## config.mk

```make
export PLATFORM = sky130hd
export DESIGN_NAME = multichannel_ws2812_pulse_encoder
export DESIGN_NICKNAME = d
export VERILOG_FILES = /design/src/rtl/mwpe_pkg.sv /design/src/rtl/mwpe_front.sv /design/src/rtl/mwpe_fifo.sv /design/src/rtl/mwpe_back.sv /design/src/rtl/multichannel_ws2812_pulse_encoder.sv
export SDC_FILE = /design/constraint.sdc
export NUM_CORES = 1
export LEC_CHECK = 0
export ABC_AREA = 0
export BUFFER_PORTS_ARGS = -buffer_cell sky130_fd_sc_hd__buf_2
export CAP_MARGIN = 0
export CORE_MARGIN = 2
export CORE_UTILIZATION = 41
export DETAILED_ROUTE_END_ITERATION = 7
export HOLD_SLACK_MARGIN = 0.12
export PLACE_DENSITY_LB_ADDON = 0.2
export SYNTH_ARGS = -nofsm -noshare
export SYNTH_HDL_FRONTEND = slang
export SYNTH_SLANG_ARGS = --single-unit
```

## constraint.sdc

```tcl
create_clock -name clk -period 10 [get_ports clk]
set_input_delay 1 -clock clk [delete_from_list [all_inputs] [get_ports clk]]
set_output_delay 1 -clock clk [all_outputs]
set_load 0.005 [all_outputs]
```

## src/rtl/mwpe_pkg.sv

```systemverilog
// shared types and constants for the multichannel ws2812 pulse encoder
// no dependencies
package mwpe_pkg;

  localparam int CHANNELS = 3;
  localparam int LANES = 3;
  localparam int USED_LANES = (CHANNELS > LANES) ? LANES : CHANNELS;
  localparam logic [LANES-1:0] LANE_MASK = LANES'((1 << USED_LANES) - 1);

  localparam int IN_DATA_W = 32;
  localparam int OUT_DATA_W = 24;
  localparam int CFG_IDX_W = 3;
  localparam int CFG_DATA_W = 16;

  localparam logic [1:0] REQ_SYMBOL = 2'd0;
  localparam logic [1:0] REQ_BYTE = 2'd1;
  localparam logic [1:0] REQ_RESET = 2'd2;

  localparam logic [CFG_IDX_W-1:0] REG_T0H = 3'd0;
  localparam logic [CFG_IDX_W-1:0] REG_T1H = 3'd1;
  localparam logic [CFG_IDX_W-1:0] REG_PERIOD = 3'd2;
  localparam logic [CFG_IDX_W-1:0] REG_RESET = 3'd3;
  localparam logic [CFG_IDX_W-1:0] REG_ACTIVE = 3'd4;

  typedef enum logic [1:0] {
    KIND_SYMBOL,
    KIND_BYTE,
    KIND_RESET
  } kind_t;

  typedef struct packed {
    kind_t kind;
    logic [LANES-1:0][7:0] bytes;
  } entry_t;

  typedef struct packed {
    logic [7:0] t0h;
    logic [7:0] t1h;
    logic [7:0] period;
    logic [15:0] reset_len;
    logic [LANES-1:0] act;
  } cfg_t;

endpackage

```

## src/rtl/mwpe_front.sv

```systemverilog
// front end: classifies input transfers into queue entries
// depends on mwpe_pkg
module mwpe_front import mwpe_pkg::*; (
  input  logic [1:0] req_type,
  input  logic [LANES-1:0] symbol_bits,
  input  logic [7:0] chan0_byte,
  input  logic [7:0] chan1_byte,
  input  logic [7:0] chan2_byte,
  output logic push_ok,
  output entry_t entry
);

  always_comb begin
    push_ok = 1'b1;
    entry.kind = KIND_SYMBOL;
    entry.bytes = '0;
    case (req_type)
      REQ_SYMBOL: begin
        // single symbol sits in the msb, the bit the back end reads first; the symbol kind stops it after that bit
        for (int i = 0; i < LANES; i++) begin
          entry.bytes[i] = {symbol_bits[i], 7'd0};
        end
      end
      REQ_BYTE: begin
        entry.kind = KIND_BYTE;
        entry.bytes = {chan2_byte, chan1_byte, chan0_byte};
      end
      REQ_RESET: begin
        entry.kind = KIND_RESET;
      end
      default: begin
        push_ok = 1'b0;
      end
    endcase
  end

endmodule

```

## src/rtl/mwpe_fifo.sv

```systemverilog
// two-entry queue between front and back
// depends on mwpe_pkg
module mwpe_fifo import mwpe_pkg::*; (
  input  logic clk,
  input  logic rst_n,
  input  logic push,
  input  entry_t push_data,
  output logic full,
  input  logic pop,
  output logic head_valid,
  output entry_t head
);

  entry_t mem_r [2];
  logic wr_ptr_r;
  logic rd_ptr_r;
  logic [1:0] count_r;

  assign full = (count_r == 2'd2);
  assign head_valid = (count_r != 2'd0);
  assign head = mem_r[rd_ptr_r];

  always_ff @(posedge clk) begin
    if (push) begin
      mem_r[wr_ptr_r] <= push_data;
    end
  end

  always_ff @(posedge clk) begin
    if (!rst_n) begin
      wr_ptr_r <= 1'b0;
      rd_ptr_r <= 1'b0;
      count_r <= 2'd0;
    end else begin
      if (push) wr_ptr_r <= ~wr_ptr_r;
      if (pop) rd_ptr_r <= ~rd_ptr_r;
      case ({push, pop})
        2'b10: count_r <= count_r + 2'd1;
        2'b01: count_r <= count_r - 2'd1;
        default: count_r <= count_r;
      endcase
    end
  end

endmodule

```

## src/rtl/mwpe_back.sv

```systemverilog
// back end: expands queue entries into timed pin-level segments
// depends on mwpe_pkg
module mwpe_back import mwpe_pkg::*; (
  input  logic clk,
  input  logic rst_n,
  input  cfg_t cfg,
  input  logic head_valid,
  input  entry_t head,
  output logic pop,
  output logic out_tvalid,
  input  logic out_tready,
  output logic [OUT_DATA_W-1:0] out_tdata,
  output logic out_tlast
);

  typedef enum logic [1:0] {
    PH_HIGH,
    PH_SPLIT,
    PH_LOW
  } phase_t;

  phase_t phase_r, phase_nxt;
  logic [2:0] sym_idx_r, sym_idx_nxt;
  logic out_valid_r;
  logic [LANES-1:0] levels_r;
  logic [15:0] dur_r;
  logic last_r;

  logic [LANES-1:0] sym, e, lv;
  logic uniform, zero_first, fin, sym_done, fire;
  logic [7:0] th, lo, hi, low_ref, low;
  logic [15:0] dur;

  always_comb begin
    for (int i = 0; i < LANES; i++) begin
      sym[i] = head.bytes[i][sym_idx_r];
    end
    e = sym & cfg.act;
    uniform = (e == '0) || (e == cfg.act);
    zero_first = (cfg.t0h <= cfg.t1h);
    th = (e != '0) ? cfg.t1h : cfg.t0h;
    lo = zero_first ? cfg.t0h : cfg.t1h;
    hi = zero_first ? cfg.t1h : cfg.t0h;
    low_ref = uniform ? th : hi;
    low = (cfg.period > low_ref) ? cfg.period - low_ref : 8'd0;
    fin = (head.kind != KIND_BYTE) || (sym_idx_r == 3'd0);

    lv = '0;
    dur = '0;
    sym_done = 1'b0;
    phase_nxt = phase_r;
    sym_idx_nxt = sym_idx_r;
    if (head.kind == KIND_RESET) begin
      dur = cfg.reset_len;
      sym_done = 1'b1;
    end else begin
      case (phase_r)
        PH_HIGH: begin
          lv = cfg.act;
          dur = {8'd0, uniform ? th : lo};
          phase_nxt = uniform ? PH_LOW : PH_SPLIT;
        end
        PH_SPLIT: begin
          lv = zero_first ? e : (cfg.act & ~e);
          dur = {8'd0, hi - lo};
          phase_nxt = PH_LOW;
        end
        PH_LOW: begin
          dur = {8'd0, low};
          sym_done = 1'b1;
        end
        default: begin
          phase_nxt = PH_HIGH;
        end
      endcase
    end
    if (sym_done) begin
      phase_nxt = PH_HIGH;
      sym_idx_nxt = fin ? 3'd7 : sym_idx_r - 3'd1;
    end
  end

  assign fire = head_valid && (!out_valid_r || out_tready);
  assign pop = fire && sym_done && fin;

  always_ff @(posedge clk) begin
    if (!rst_n) begin
      phase_r <= PH_HIGH;
      sym_idx_r <= 3'd7;
      out_valid_r <= 1'b0;
    end else begin
      if (fire) begin
        phase_r <= phase_nxt;
        sym_idx_r <= sym_idx_nxt;
        out_valid_r <= 1'b1;
        levels_r <= lv;
        dur_r <= dur;
        last_r <= sym_done && fin;
      end else if (out_tready) begin
        out_valid_r <= 1'b0;
      end
    end
  end

  assign out_tvalid = out_valid_r;
  assign out_tdata = {5'd0, dur_r, levels_r};
  assign out_tlast = last_r;

endmodule

```

## src/rtl/multichannel_ws2812_pulse_encoder.sv

```systemverilog
// top level of the multichannel ws2812 pulse encoder: config registers and wiring
// depends on mwpe_pkg, mwpe_front, mwpe_fifo, mwpe_back
//
// channel  direction  ports                         contents
// in       slave      in_tvalid/tready/tdata/tuser  tuser: req_type; tdata: symbol and bytes
// out      master     out_tvalid/tready/tdata/tlast tdata: levels and duration; tlast: last
// cfg      write      cfg_we/cfg_index/cfg_wdata    timing and channel mask registers
//
// one segment per cycle while the output is not stalled and the queue holds a request: a symbol
// request yields 2 or 3 segments, a byte request 16 to 24, a reset request 1; the back end sets that pace
// reset returns the registers to their defaults and empties the queue
// a stalled output holds its register; the two-entry queue keeps taking requests until full
module multichannel_ws2812_pulse_encoder import mwpe_pkg::*; (
  input  logic clk,
  input  logic rst_n,
  input  logic in_tvalid,
  output logic in_tready,
  input  logic [IN_DATA_W-1:0] in_tdata,   // symbol_bits, chan0_byte, chan1_byte, chan2_byte
  input  logic [1:0] in_tuser,             // req_type
  output logic out_tvalid,
  input  logic out_tready,
  output logic [OUT_DATA_W-1:0] out_tdata, // channel_levels, duration
  output logic out_tlast,
  input  logic cfg_we,
  input  logic [CFG_IDX_W-1:0] cfg_index,
  input  logic [CFG_DATA_W-1:0] cfg_wdata
);

  cfg_t cfg_r;
  cfg_t cfg_view;
  logic push_ok, full, push, pop, head_valid;
  entry_t entry, head;

  always_ff @(posedge clk) begin
    if (!rst_n) begin
      cfg_r.t0h <= 8'd8;
      cfg_r.t1h <= 8'd16;
      cfg_r.period <= 8'd25;
      cfg_r.reset_len <= 16'd1000;
      cfg_r.act <= '0;
    end else if (cfg_we) begin
      case (cfg_index)
        REG_T0H: cfg_r.t0h <= cfg_wdata[7:0];
        REG_T1H: cfg_r.t1h <= cfg_wdata[7:0];
        REG_PERIOD: cfg_r.period <= cfg_wdata[7:0];
        REG_RESET: cfg_r.reset_len <= cfg_wdata;
        REG_ACTIVE: cfg_r.act <= cfg_wdata[LANES-1:0];
        default: cfg_r <= cfg_r;
      endcase
    end
  end

  always_comb begin
    cfg_view = cfg_r;
    cfg_view.act = cfg_r.act & LANE_MASK;
  end

  assign in_tready = !full;
  assign push = in_tvalid && in_tready && push_ok;

  mwpe_front u_front (
    .req_type(in_tuser),
    .symbol_bits(in_tdata[2:0]),
    .chan0_byte(in_tdata[10:3]),
    .chan1_byte(in_tdata[18:11]),
    .chan2_byte(in_tdata[26:19]),
    .push_ok(push_ok),
    .entry(entry)
  );

  mwpe_fifo u_fifo (
    .clk(clk),
    .rst_n(rst_n),
    .push(push),
    .push_data(entry),
    .full(full),
    .pop(pop),
    .head_valid(head_valid),
    .head(head)
  );

  mwpe_back u_back (
    .clk(clk),
    .rst_n(rst_n),
    .cfg(cfg_view),
    .head_valid(head_valid),
    .head(head),
    .pop(pop),
    .out_tvalid(out_tvalid),
    .out_tready(out_tready),
    .out_tdata(out_tdata),
    .out_tlast(out_tlast)
  );

endmodule

```

Yosys cells after proc, flatten, opt, wreduce, memory -nomap -nowiden
Memory sizes are Yosys's and may differ from the RTL's. A register that Yosys moved wholly into a read port is not among the register bits.
Index checks and enable logic that the tools add are counted.
Storage, ports and cells
  memories kept: 1
  output and inout port bits: 27
  register bits: 73
  word-level logic and storage cells: 106
  bits in writable memories: 52
  input bits: 58
Operators by class
  add/subtract/negate cells: 5
  eq/ne operators: 16
  muxes and demuxes: 33
  magnitude comparators: 3
  bitwise operators: 5
  reductions and logical operators: 29
Memories
  u_fifo.mem_r: words 2, width 26, rd ports 1, clocked after memory_dff 1, wr ports 1, line mwpe_fifo.sv:14  | entry_t mem_r [2];
Operator list (number)
  2-to-1 mux 8 bit: 6
  one-hot mux 24 bit (2 select lines): 1
  one-hot mux 8 bit (3 select lines): 1
  2-to-1 mux 16 bit: 1
  subtractor 8 bit: 2
  AND reduction 2 bit: 7
  2-to-1 mux 1 bit: 12
  == test 2 bit (second input constant): 5
  binary-select mux 1 bit (select 3 bit): 3
  zero test 3 bit: 3
  greater-than comparator 8 bit: 1
  less-or-equal comparator 8 bit: 1
  one-hot mux 2 bit (2 select lines): 2
  bitwise AND 3 bit: 2
  == test 2 x 1 -> 1 bit (second input constant): 3
  == test 3 x 2 -> 1 bit (second input constant): 2
  logical AND 1 bit: 6
  2-to-1 mux 2 bit: 3
  2-to-1 mux 3 bit: 2
  != test 2 x 1 -> 1 bit (second input constant): 3
  one-hot mux 2 bit (3 select lines): 1
  one-hot mux 3 bit (2 select lines): 1
  nonzero test 2 bit: 3
  zero test 2 bit: 2
  other kinds (14): 18

Depth between registers and ports, before layout
Gate-level depths: netlist of run 1.
  depth in word-level cells: 10
  depth in mapped cells: 22
  depth with buffers taken out: 19

Hierarchy
From an unflattened synthesis of run 1, not the netlist that was laid out.
Second synthesis, totals
  cell total of the unflattened synthesis: 627
  area, all modules: 6782.8 sq um
By module, submodules not included
  mwpe_back: area an instance 2735.1 sq um, instances 1, sequential area each 720.7 sq um, cells each 321
  mwpe_fifo: area an instance 2090.8 sq um, instances 1, sequential area each 1661.6 sq um, cells each 103
  multichannel_ws2812_pulse_encoder: area an instance 1710.4 sq um, instances 1, sequential area each 860.8 sq um, cells each 170
  mwpe_front: area an instance 246.5 sq um, instances 1, sequential area each 0.0 sq um, cells each 33

Worst setup path before layout of run 1
No wires, ideal clock.
  path type: register to register
  start: reg (tool-made name)
  end: reg u_back.dur_r[2] (data pin)
  cell stages (with the launch flop): 21
  library setup time: 0.170 ns
  setup slack: 5.026 ns
  data arrival time: 4.804 ns
  period minus slack after synthesis: 4.974 ns
  required time: 9.830 ns
  path buffers: 2
  cells stage by stage: dfxtp_1 -> buf_4 -> buf_6 -> mux4_2 -> mux2_2 -> a32o_1 -> mux2_2 -> o21bai_4 -> o21ai_1 -> mux2_2 -> ha_1 -> fa_1 -> nand2b_1 -> a21oi_1 -> o21ai_0 -> nand2b_1 -> a211oi_1 -> nor4_1 -> a31oi_1 -> o211a_1 -> a311oi_2
RTL lines
  end signal: assignment: line mwpe_back.sv:97  | dur_r <= dur;
  end: declaration: line mwpe_back.sv:26  | logic [15:0] dur_r;

==> metrics.md, run 1 <==
| Metric | Value |
|---|---|
| Max Cap Viol | `0` |
| Initial Utilization | `0.418` |
| Synthesized area per cell | `approximately 10 um^2` |
| #FFs+latches synth | `126` |
| Worst Tran Pin Value | `1190 ps` |
| Residual DRC | `0` |
| Multi-input gate area | `3120 um^2` |
| CTS tree | `yes` |
| Clock root buffer master | `clkbuf_16` |
| Share of post-route cells with drive strength above 1 | `0.194` |
| Startpoint Class | `register` |
| Fin crit share | `0.576` |
| Flop pwr share | `0.413` |
| Die X | `131 um` |
| Grt ovf | `0` |
| Clock slew at reported path FFs | `60 ps` |
| DIE AREA | `between 15000 and 20000 um^2` |
| Final total power | `around 1.6 mW` |
| Switching Power | `475 uW` |
| Sequential area share after synthesis | `0.491` |
| Tot GR Track Use | `0.195` |
| Initial antenna violation count | `0` |
| WP data arrival | `roughly 6000 ps` |
| Die Y | `131 um` |
| Post-Route Utilization | `0.488` |
| Placed cell count | `922` |
| Clock buffer depth | `2` |
| Drt wl/cell | `16.6 um` |
| # port buffers | `between 70 and 80` |
| Final Hold Viols | `0` |
| Clk Latency, worst-skew pair | `430 ps` |
| Iter 0 DRT Violations | `340` |
| Diode count | `0` |
| Via-to-Cell Ratio | `between 5 and 6` |
| Synth Flop Type | `edfxtp_1` |
| Num rows | `46` |
| Via Count | `5041` |
| Global-route wire length before repair | `~25000 um` |
| Max-slew violation count | `0` |
| Area of the core | `15800 um^2` |
| DP Wirelength | `11400 um` |
| Slew HR | `0.205` |
| Critical Path Sink Type | `register` |
| P_leak | `between 2 and 3 nW` |
| First-pass DRT Iterations | `5` |
| Hold Path Sink | `cfg_r[16]` |
| Area Growth Syn to Fin | `16.8%` |
| Yosys warning count | `0` |
| Fill cell count | `1460` |
| Reg2Reg Capture Point | `u_back.dur_r[2]` |
| Final Non-Filler Cells | `954` |
| Worst hold path class | `register to register` |
| Clock power frac | `0.371` |
| Hold_buf cts | `0` |
| Post-CTS setup buffers | `0` |
| CTS Buf Count | `17` |
| Final ANT Viol Nets | `0` |
| # IOs | `85` |
| Final GP Congestion | `0.880` |
| F_max | `roughly 0.17 GHz` |
| Crit Path Class | `register to register` |
| Worst EP required | `10260 ps` |
| Reg2Reg Depth | `20` |
| Pin count of the biggest net entering global routing | `54` |
| Sw Ratio | `0.300` |
| Netlist cell types | `69` |
| TNS Setup | `0 ps` |
| Total Wirelength | `around 16000 um` |
| R2R setup slack | `roughly 4200 ps` |
| Combinational share of power | `0.216` |
| CTS Sinks | `126` |
| Skew final | `9.63 ps` |
| Ys async rst share | `0` |
| Hold path depth | `2` |
| HP Start | `cfg_r[16]` |
| Pwr dens | `about 210 nW/um^2` |
| # resized after CTS | `0` |
| Max Fanout on Critical Path | `23` |
| RSZ-0062 raised after global routing | `no` |
| Mapped cell area | `6610 um^2` |
| FF/Latch Area | `3240 um^2` |
| Vias in the first global route | `4999` |
| Maximum VDD drop | `0.000127 V` |
| Status | `completed` |
| # setup viols final | `0` |
| Pint | `1.11 mW` |
| # H-tree levels | `4` |
| Post-layout min period | `5760 ps` |
| Nets | `roughly 800` |
| EDFF count, synth | `72` |
| Gate Count Post-Synth | `around 660` |
power groups by stage:
stage | Clock [mW] | Sequential [mW] | Combinational, mW
after detailed placement | 0 | 0.665 | 0.344
after floorplan | 0 | 0.650 | 0.250
after CTS | 0.597 | 0.655 | 0.346
after global placement | 0 | 0.663 | 0.337
final | 0.588 | 0.655 | 0.343
after global routing | 0.620 | 0.661 | 0.384
layer usage:
metal	routed length, um	GRT usage	share of wire
met1	7270	0.251	0.46
met2	7530	0.321	0.48
met3	794	0.0468	0.050
met4	244	0.0701	0.015
met5	0	0	0
flip-flops by register name (all words and copies together) (netlist names), named ones only:
register and cells:
u_back.levels_r 3, u_back.out_tvalid 1, u_fifo.wr_ptr_r 1, u_back.sym_idx_r 3, u_fifo.count_r 2, u_fifo.rd_ptr_r 1, u_fifo.mem_r 52, u_back.phase_r 2
u_back.dur_r 16, cfg_r 43, u_back.out_tlast 1
cell type report:
| cell class | instances | share of cell area |
|---|---|---|
| flip-flops and latches | 126 | 0.420 |
| inverters | 26 | 0.0126 |
| multi-input cells | 473 | 0.405 |
| well taps | 216 | 0.0350 |
| clock buffers | 18 | 0.0556 |
| clock inverters | 14 | 0.0172 |
| repair buffers | 81 | 0.0548 |
cells by family (layout without fill, tap and decap cells):
kind of cell / count (synthesis) / after routing / share of synthesized area
buf+inv: 61 / 139 / 0.0399
fa+ha+maj: 21 / 21 / 0.0409
xor+xnor: 15 / 15 / 0.0199
simple gates: 266 / 266 / 0.191
flops: 126 / 126 / 0.491
mux: 40 / 40 / 0.0763
compound gates: 126 / 126 / 0.141
other cells: 1 / 5 / 0.000567
layout by cell type (no fill, tap or decap), types with 6 or more instances in the layout:
cell type	instances
a21boi_0	32
a21oi_1	20
and2_1	38
buf_2	74
buf_4	7
clkbuf_16	17
dfxtp_1	54
edfxtp_1	72
ha_1	20
inv_1	25
inv_6	6
mux2_2	12
mux2i_1	20
mux4_2	7
nand2_1	117
nand2b_1	13
nand3_1	19
nor2_1	34
nor2b_1	10
nor3_1	7
o21ai_0	15
xnor2_1	11
stage by stage:
step           hold slack, ps  instance area (um^2)  setup WS (ps)
2_1_floorplan             432                  6630           5030
3_3_place_gp              442                  7160           4370
3_5_place_dp              454                  7160           4280
4_1_cts                   466                  7720           4260
5_1_grt                   493                  7720           3860
6_report                  465                  7720           4240
cells in the mapped netlist (2+ instances only):
master	count	area (um^2)
nand2_1	117	439
edfxtp_1	72	2160
dfxtp_1	54	1080
and2_1	38	238
nor2_1	36	135
a21boi_0	32	240
clkbuf_1	26	97.6
inv_1	25	93.8
a21oi_1	20	100
ha_1	20	250
mux2i_1	20	200
nand3_1	19	95.1
o21ai_0	15	75.1
nand2b_1	13	81.3
mux2_2	12	135
xnor2_1	11	96.3
nor2b_1	10	62.6
buf_4	7	52.6
mux4_2	7	158
nor3_1	7	35.0
a31oi_1	5	31.3
nand4_1	5	31.3
nor4_1	5	31.3
o211ai_1	5	37.5
o22ai_1	5	31.3
or2_2	5	31.3
a22oi_1	4	30.0
and3_1	4	25.0
o211a_1	4	40.0
o21a_1	4	30.0
xor2_1	4	35.0
a211oi_1	3	22.5
o221ai_1	3	26.3
a32o_1	2	20.0
nand3b_1	2	15.0
o32ai_1	2	17.5
critical path, stage by stage (launching register included):
cell,delay (ps)
dfxtp_1,310
buf_4,340
mux4_2,560
or2_2,300
and2_1,170
o221ai_1,250
a22oi_1,200
o21ai_1,780
mux2_2,420
ha_1,210
fa_1,390
nand2b_1,200
a21oi_1,190
o21ai_0,110
nand2b_1,120
a211oi_1,90
nor4_1,230
buf_4,210
a31oi_1,120
o211a_1,160
a311oi_2,220
worst max path at each step:
stage             start               to  cells past startpoint
2_1_floorplan  register  u_back.dur_r[2]                     20
3_3_place_gp   register  u_back.dur_r[2]                     20
3_5_place_dp   register  u_back.dur_r[2]                     20
4_1_cts        register  u_back.dur_r[2]                     20
5_1_grt        register  u_back.dur_r[2]                     20
6_report       register  u_back.dur_r[2]                     20
(Power assumes the default switching activity.)
==> run 2, diff against run 1 <==
clock period = 5.8 ns   (was 10 ns; I/O delays follow)
==> run 2 against run 1 <==
  * Global-route usage is 0.30 points higher
  * Critical path depth is 1 lower
  * Clock power is 77% higher
  * Critical path type unchanged
  * Critical endpoint unchanged
==> metrics.md, run 2 (synthesis results as in run 1) <==
| Metric | Value |
|---|---|
| Num rows | `46` |
| P_leak | `2.93 nW` |
| Hold_buf cts | `0` |
| Pin count of the biggest net entering global routing | `54` |
| Clock root buffer master | `clkbuf_16` |
| CTS tree | `yes` |
| Fill cell count | `~1500` |
| Status | `completed` |
| Leading cell type in the layout, fill and taps excluded | `nand2_1` |
| Hold Path Sink | `cfg_r[11]` |
| Max reg flops | `52` |
| Initial Utilization | `0.418` |
| Via Count | `5123` |
| Diode count | `0` |
| F_max | `0.194 GHz` |
| Clock buffer depth | `2` |
| R2R setup slack | `roughly 660 ps` |
| Multi-input gate area | `approximately 3100 um^2` |
| Reg2Reg Depth | `19` |
| Crit Path Class | `register to register` |
| Reg2Reg Capture Point | `u_back.dur_r[2]` |
| # setup viols final | `0` |
| FF-to-FF Start | `u_back.sym_idx_r[0]` |
| Post-Route Utilization | `0.490` |
| FF/Latch Area | `approximately 3200 um^2` |
| Vias in the first global route | `4959` |
| Global-route wire length before repair | `25500 um` |
| Clock slew at reported path FFs | `60 ps` |
| Post-layout min period | `5140 ps` |
| Hold path depth | `3` |
| Die X | `131 um` |
| Max-slew violation count | `0` |
| # resized after CTS | `0` |
| # IOs | `85` |
| Fin crit share | `0.887` |
| Commonest cells after routing, fill and taps aside | `117 x nand2_1, 74 x buf_2, 72 x edfxtp_1` |
| Drt wl/cell | `16.8 um` |
| Via-to-Cell Ratio | `approximately 5.4` |
| Critical Path Sink Type | `register` |
| Final GP Congestion | `about 0.9` |
| Worst EP required | `6060 ps` |
| Iter 0 DRT Violations | `356` |
| Regs by FF count | `u_fifo.mem_r x52, cfg_r x43, u_back.dur_r x16` |
| Post-CTS setup buffers | `0` |
| Final Non-Filler Cells | `956` |
| Worst Tran Pin Value | `1220 ps` |
| Tot GR Track Use | `0.198` |
| CTS Buf Count | `17` |
| Clk Latency, worst-skew pair | `between 400 and 500 ps` |
| DP Wirelength | `11500 um` |
| TNS Setup | `0 ps` |
| Pwr dens | `approximately 360 nW/um^2` |
| WP data arrival | `5400 ps` |
| Grt ovf | `0` |
| Die Y | `between 100 and 150 um` |
| Max Fanout on Critical Path | `10` |
| Share of post-route cells with drive strength above 1 | `0.197` |
| Nets | `806` |
| Placed cell count | `slightly above 900` |
| First-pass DRT Iterations | `5` |
| Residual DRC | `0` |
| Skew final | `slightly below 10 ps` |
| Area of the core | `between 15000 and 20000 um^2` |
| HP Start | `cfg_wdata[8]` |
| Largest reg by FF count | `u_fifo.mem_r` |
| Slew HR | `0.185` |
| Setup ws final | `657 ps` |
| DIE AREA | `17200 um^2` |
| Worst Hold Margin | `365 ps` |
| RSZ-0062 raised after global routing | `no` |
| # H-tree levels | `4` |
| Maximum VDD drop | `0.000252 V` |
| # port buffers | `74` |
| Pre-CTS WS | `763 ps` |
| CTS Sinks | `126` |
| Area Growth Syn to Fin | `17.2%` |
| Startpoint Class | `register` |
| Max Cap Viol | `0` |
| Worst hold path class | `primary input to register` |
| Total Wirelength | `16100 um` |
| Initial antenna violation count | `0` |
| Final ANT Viol Nets | `0` |
| Final Hold Viols | `0` |
[run 2: cell types whose count changed in the layout (fill, tap and decap cells not counted)]
cell        previous run  this run
buf_4                  7         9
clkinv_4               3         2
clkinvlp_4             2         1
clkbuf_1               1         0
inv_8                  0         3
[run 2: cell type report]
| cell class | count | share of cell area |
|---|---|---|
| multi-input cells | 473 | 0.403 |
| clock buffers | 17 | 0.0549 |
| inverters | 26 | 0.0126 |
| well taps | 216 | 0.0349 |
| flip-flops and latches | 126 | 0.419 |
| repair buffers | 83 | 0.0565 |
| clock inverters | 15 | 0.0194 |
[run 2: worst max path at each step]
stage	start	slack, ps	endpoint
after detailed placement	register	760	u_back.dur_r[2]
after global placement	register	760	u_back.dur_r[2]
after global routing	u_back.sym_idx_r[0]	200	u_back.dur_r[6]
final	u_back.sym_idx_r[0]	660	u_back.dur_r[2]
after floorplan	register	830	u_back.dur_r[2]
after CTS	register	700	u_back.dur_r[2]
[run 2: worst max-delay path, cell delays in order, from the launching register on]
cell and delay, ps:
dfxtp_1 540, clkinv_1 360, mux4_2 520, nor2_1 100, and4bb_2 300, a22oi_1 430, o21ai_1 180, mux2_2 300
ha_1 200, fa_1 390, nand2b_1 190, a21oi_1 200, o21ai_0 100, nand2b_1 110, a211oi_1 80, nor4_1 230
buf_4 210, a31oi_1 140, o211a_1 170, a311oi_2 220
[run 2: stage by stage]
step | area, um^2 | total power [mW]
after floorplan | 6630 | 1.55
after global placement | 7170 | 1.73
after detailed placement | 7170 | 1.75
after CTS | 7750 | 2.80
after global routing | 7750 | 2.91
final | 7750 | 2.77
[run 2: power breakdown]
group / internal [mW] / switching [mW]
clock network: 0.604 / 0.435
logic: 0.255 / 0.346
registers: 1.07 / 0.0637
total: 1.93 / 0.845
[run 2: metal layers]
layer / vias up / wire length (um) / global-route usage
met5: - / 0 / 0
met2: 149 / 7460 / 0.315
li1: 2489 / - / -
met4: 0 / 299 / 0.0788
met1: 2460 / 7420 / 0.261
met3: 25 / 884 / 0.0476
==> run 3, diff against run 2 <==
CELL_PAD_IN_SITES_DETAIL_PLACEMENT = 0   (was unset)
CELL_PAD_IN_SITES_GLOBAL_PLACEMENT = 2   (was unset)
CORE_UTILIZATION = 37   (was 41)
clock period = 5.78 ns   (was 5.8 ns; I/O delays follow)
==> run 3 against run 2 <==
  * Utilization fell by 4.0 points
  * Global-route usage is 1.7 points lower
  * Power up 1.6%
  * Final area increased by 0.66%
  * Clock-buffer cell count unchanged
  * Clock skew down 1.0 ps
  * Flip-flop and latch count unchanged
  * Hold slack better by 22 ps
  * Critical path type unchanged
  * Largest power group unchanged
==> metrics.md, run 3 (synthesis results as in run 1) <==
| Metric | Value |
|---|---|
| Share of post-route cells with drive strength above 1 | `0.202` |
| GRT met1 Usage | `0.211` |
| P_leak | `2.95 nW` |
| # resized after CTS | `0` |
| Grt ovf | `0` |
| Crit-path cells | `mux4_2 -> mux2_2 -> a32o_1 -> mux2_2 -> o21bai_4 -> o21ai_1 -> mux2_2 -> ha_1 -> fa_1 -> nand2b_1 -> a21oi_1 -> o21ai_0 -> nand2b_1 -> a211oi_1 -> nor4_1 -> buf_4 -> a31oi_1 -> o211a_1 -> a311oi_2` |
| Crit Path Class | `register to register` |
| Total Wirelength | `between 15000 and 20000 um` |
| Maximum VDD drop | `~0.00024 V` |
| # setup viols final | `0` |
| Area Growth Syn to Fin | `18.0%` |
| Nets | `808` |
| Status | `completed` |
| Crit-path most repeated cell | `mux2_2` |
| Hold_buf cts | `0` |
| Reg2Reg Capture Point | `u_back.dur_r[2]` |
| CP max stage cell | `dfxtp_1` |
| Final Non-Filler Cells | `about 970` |
| First-pass DRT Iterations | `4` |
| Num rows | `48` |
| R2R setup slack | `around 670 ps` |
| Setup ws final | `669 ps` |
| CTS tree | `yes` |
| Hold path depth | `3` |
| RSZ-0062 raised after global routing | `no` |
| Startpoint Class | `register` |
| DP Wirelength | `between 10000 and 15000 um` |
| Drt wl/cell | `16.6 um` |
| Residual DRC | `0` |
| Routing usage on met2 | `0.321` |
| Pwr dens | `361 nW/um^2` |
| FF-to-FF Start | `u_back.sym_idx_r[2]` |
| Tot GR Track Use | `0.181` |
| # IOs | `85` |
| Commonest cells after routing, fill and taps aside | `117 x nand2_1, 74 x buf_2, 72 x edfxtp_1` |
| Slew HR | `0.333` |
| Clk Latency, worst-skew pair | `420 ps` |
| HP Start | `cfg_wdata[8]` |
| Final ANT Viol Nets | `0` |
| Max-slew violation count | `0` |
| Pre-CTS WS | `463 ps` |
| # H-tree levels | `4` |
| GRT Max-Usage Layer | `met2` |
| Top cell family by delay on the critical path | `compound AO/OA/AOI/OAI gates` |
| Diode count | `0` |
| Pin count of the biggest net entering global routing | `54` |
| Worst Tran Pin Value | `about 1000 ps` |
| Largest reg by FF count | `u_fifo.mem_r` |
| CTS Buf Count | `17` |
| Global-route wire length before repair | `25600 um` |
| GRT met3 Usage | `0.0467` |
| Clock buffer depth | `2` |
| Finished Cell Area | `7800 um^2` |
| Die Y | `138 um` |
| TNS Setup | `0 ps` |
| F_max | `~0.20 GHz` |
| Max Fanout on Critical Path | `16` |
| Max Cap Viol | `0` |
| Clock slew at reported path FFs | `60 ps` |
| Placed cell count | `935` |
| Iter 0 DRT Violations | `195` |
| Initial Utilization | `0.381` |
| Area of the core | `17400 um^2` |
| Worst path max stage delay | `740 ps` |
| DIE AREA | `19000 um^2` |
| Placed Instance Area | `7200 um^2` |
| Via-to-Cell Ratio | `5.21` |
| Skew final | `8.65 ps` |
| Leading cell type in the layout, fill and taps excluded | `nand2_1` |
| Via Count | `5040` |
| Reg2Reg Depth | `19` |
| Post-layout min period | `5110 ps` |
| Crit. path cell count | `19` |
| Fin crit share | `0.884` |
| Initial antenna violation count | `0` |
| # port buffers | `74` |
| CTS Sinks | `roughly 130` |
| Vias in the first global route | `4918` |
| Post-CTS setup buffers | `0` |
| Worst hold path class | `primary input to register` |
| Die X | `~140 um` |
| Worst EP required | `6030 ps` |
| Critical Path Sink Type | `register` |
| WP data arrival | `approximately 5400 ps` |
| Regs by FF count | `u_fifo.mem_r x52, cfg_r x43, u_back.dur_r x16` |
| Max reg flops | `52` |
| Final GP Congestion | `0.813` |
| Buf/Inv on CP | `1` |
| Clock root buffer master | `clkbuf_16` |
| Hold Path Sink | `cfg_r[11]` |
| Final Hold Viols | `0` |
## run 3: changes by cell type in the layout (fill, tap and decap cells not counted)
cell,change
dfxtp_2,+1
clkinv_1,-1
dfxtp_1,-1
inv_8,-1
buf_4,+2
clkinv_4,+1
bufinv_16,+1
## run 3: layer usage
| metal | up-vias | routed length, um |
|---|---|---|
| met5 | - | 0 |
| met4 | 0 | 271 |
| met3 | 27 | 661 |
| met2 | 117 | 8170 |
| met1 | 2406 | 6960 |
| li1 | 2490 | - |
## run 3: cell type report
| cell class | instances | area, um^2 |
|---|---|---|
| well taps | 225 | 282 |
| fillers | 1707 | 9560 |
| clock inverters | 15 | 174 |
| multi-input cells | 473 | 3120 |
| inverters | 26 | 97.6 |
| flip-flops and latches | 126 | 3240 |
| repair buffers | 85 | 453 |
| clock buffers | 17 | 425 |
## run 3: where the power goes
| part | total, mW | internal [mW] | switching (mW) | leakage [nW] |
|---|---|---|---|---|
| clock | 1.08 | 0.649 | 0.433 | 0.293 |
| combinational | 0.589 | 0.258 | 0.331 | 1.54 |
| sequential | 1.14 | 1.07 | 0.0713 | 1.12 |
## run 3: worst max-delay path by stage
stage | endpoint | from | slack (ps)
global route | u_back.dur_r[2] | register | 220
floorplan | u_back.dur_r[2] | register | 810
CTS | u_back.dur_r[2] | register | 430
finish | u_back.dur_r[2] | u_back.sym_idx_r[2] | 670
detailed placement | u_back.dur_r[7] | register | 460
global placement | u_back.dur_r[2] | register | 550
## run 3: stage by stage
stage	hold slack (ps)	power (mW)	utilization
after floorplan	432	1.56	-
after global placement	444	1.74	0.415
after detailed placement	457	1.76	0.415
after CTS	368	2.85	0.449
after global routing	377	2.96	0.449
final	387	2.81	0.449
## run 3: worst reg2reg max path: cells and delay by family, from the launching register on
family / cells / cell delay [ps]
AOI/OAI and AO/OA: 9 / 1500
and+or+nand+nor: 3 / 560
adders and majority gates: 2 / 600
buffers and inverters: 1 / 200
DFF: 1 / 740
muxes: 4 / 1390
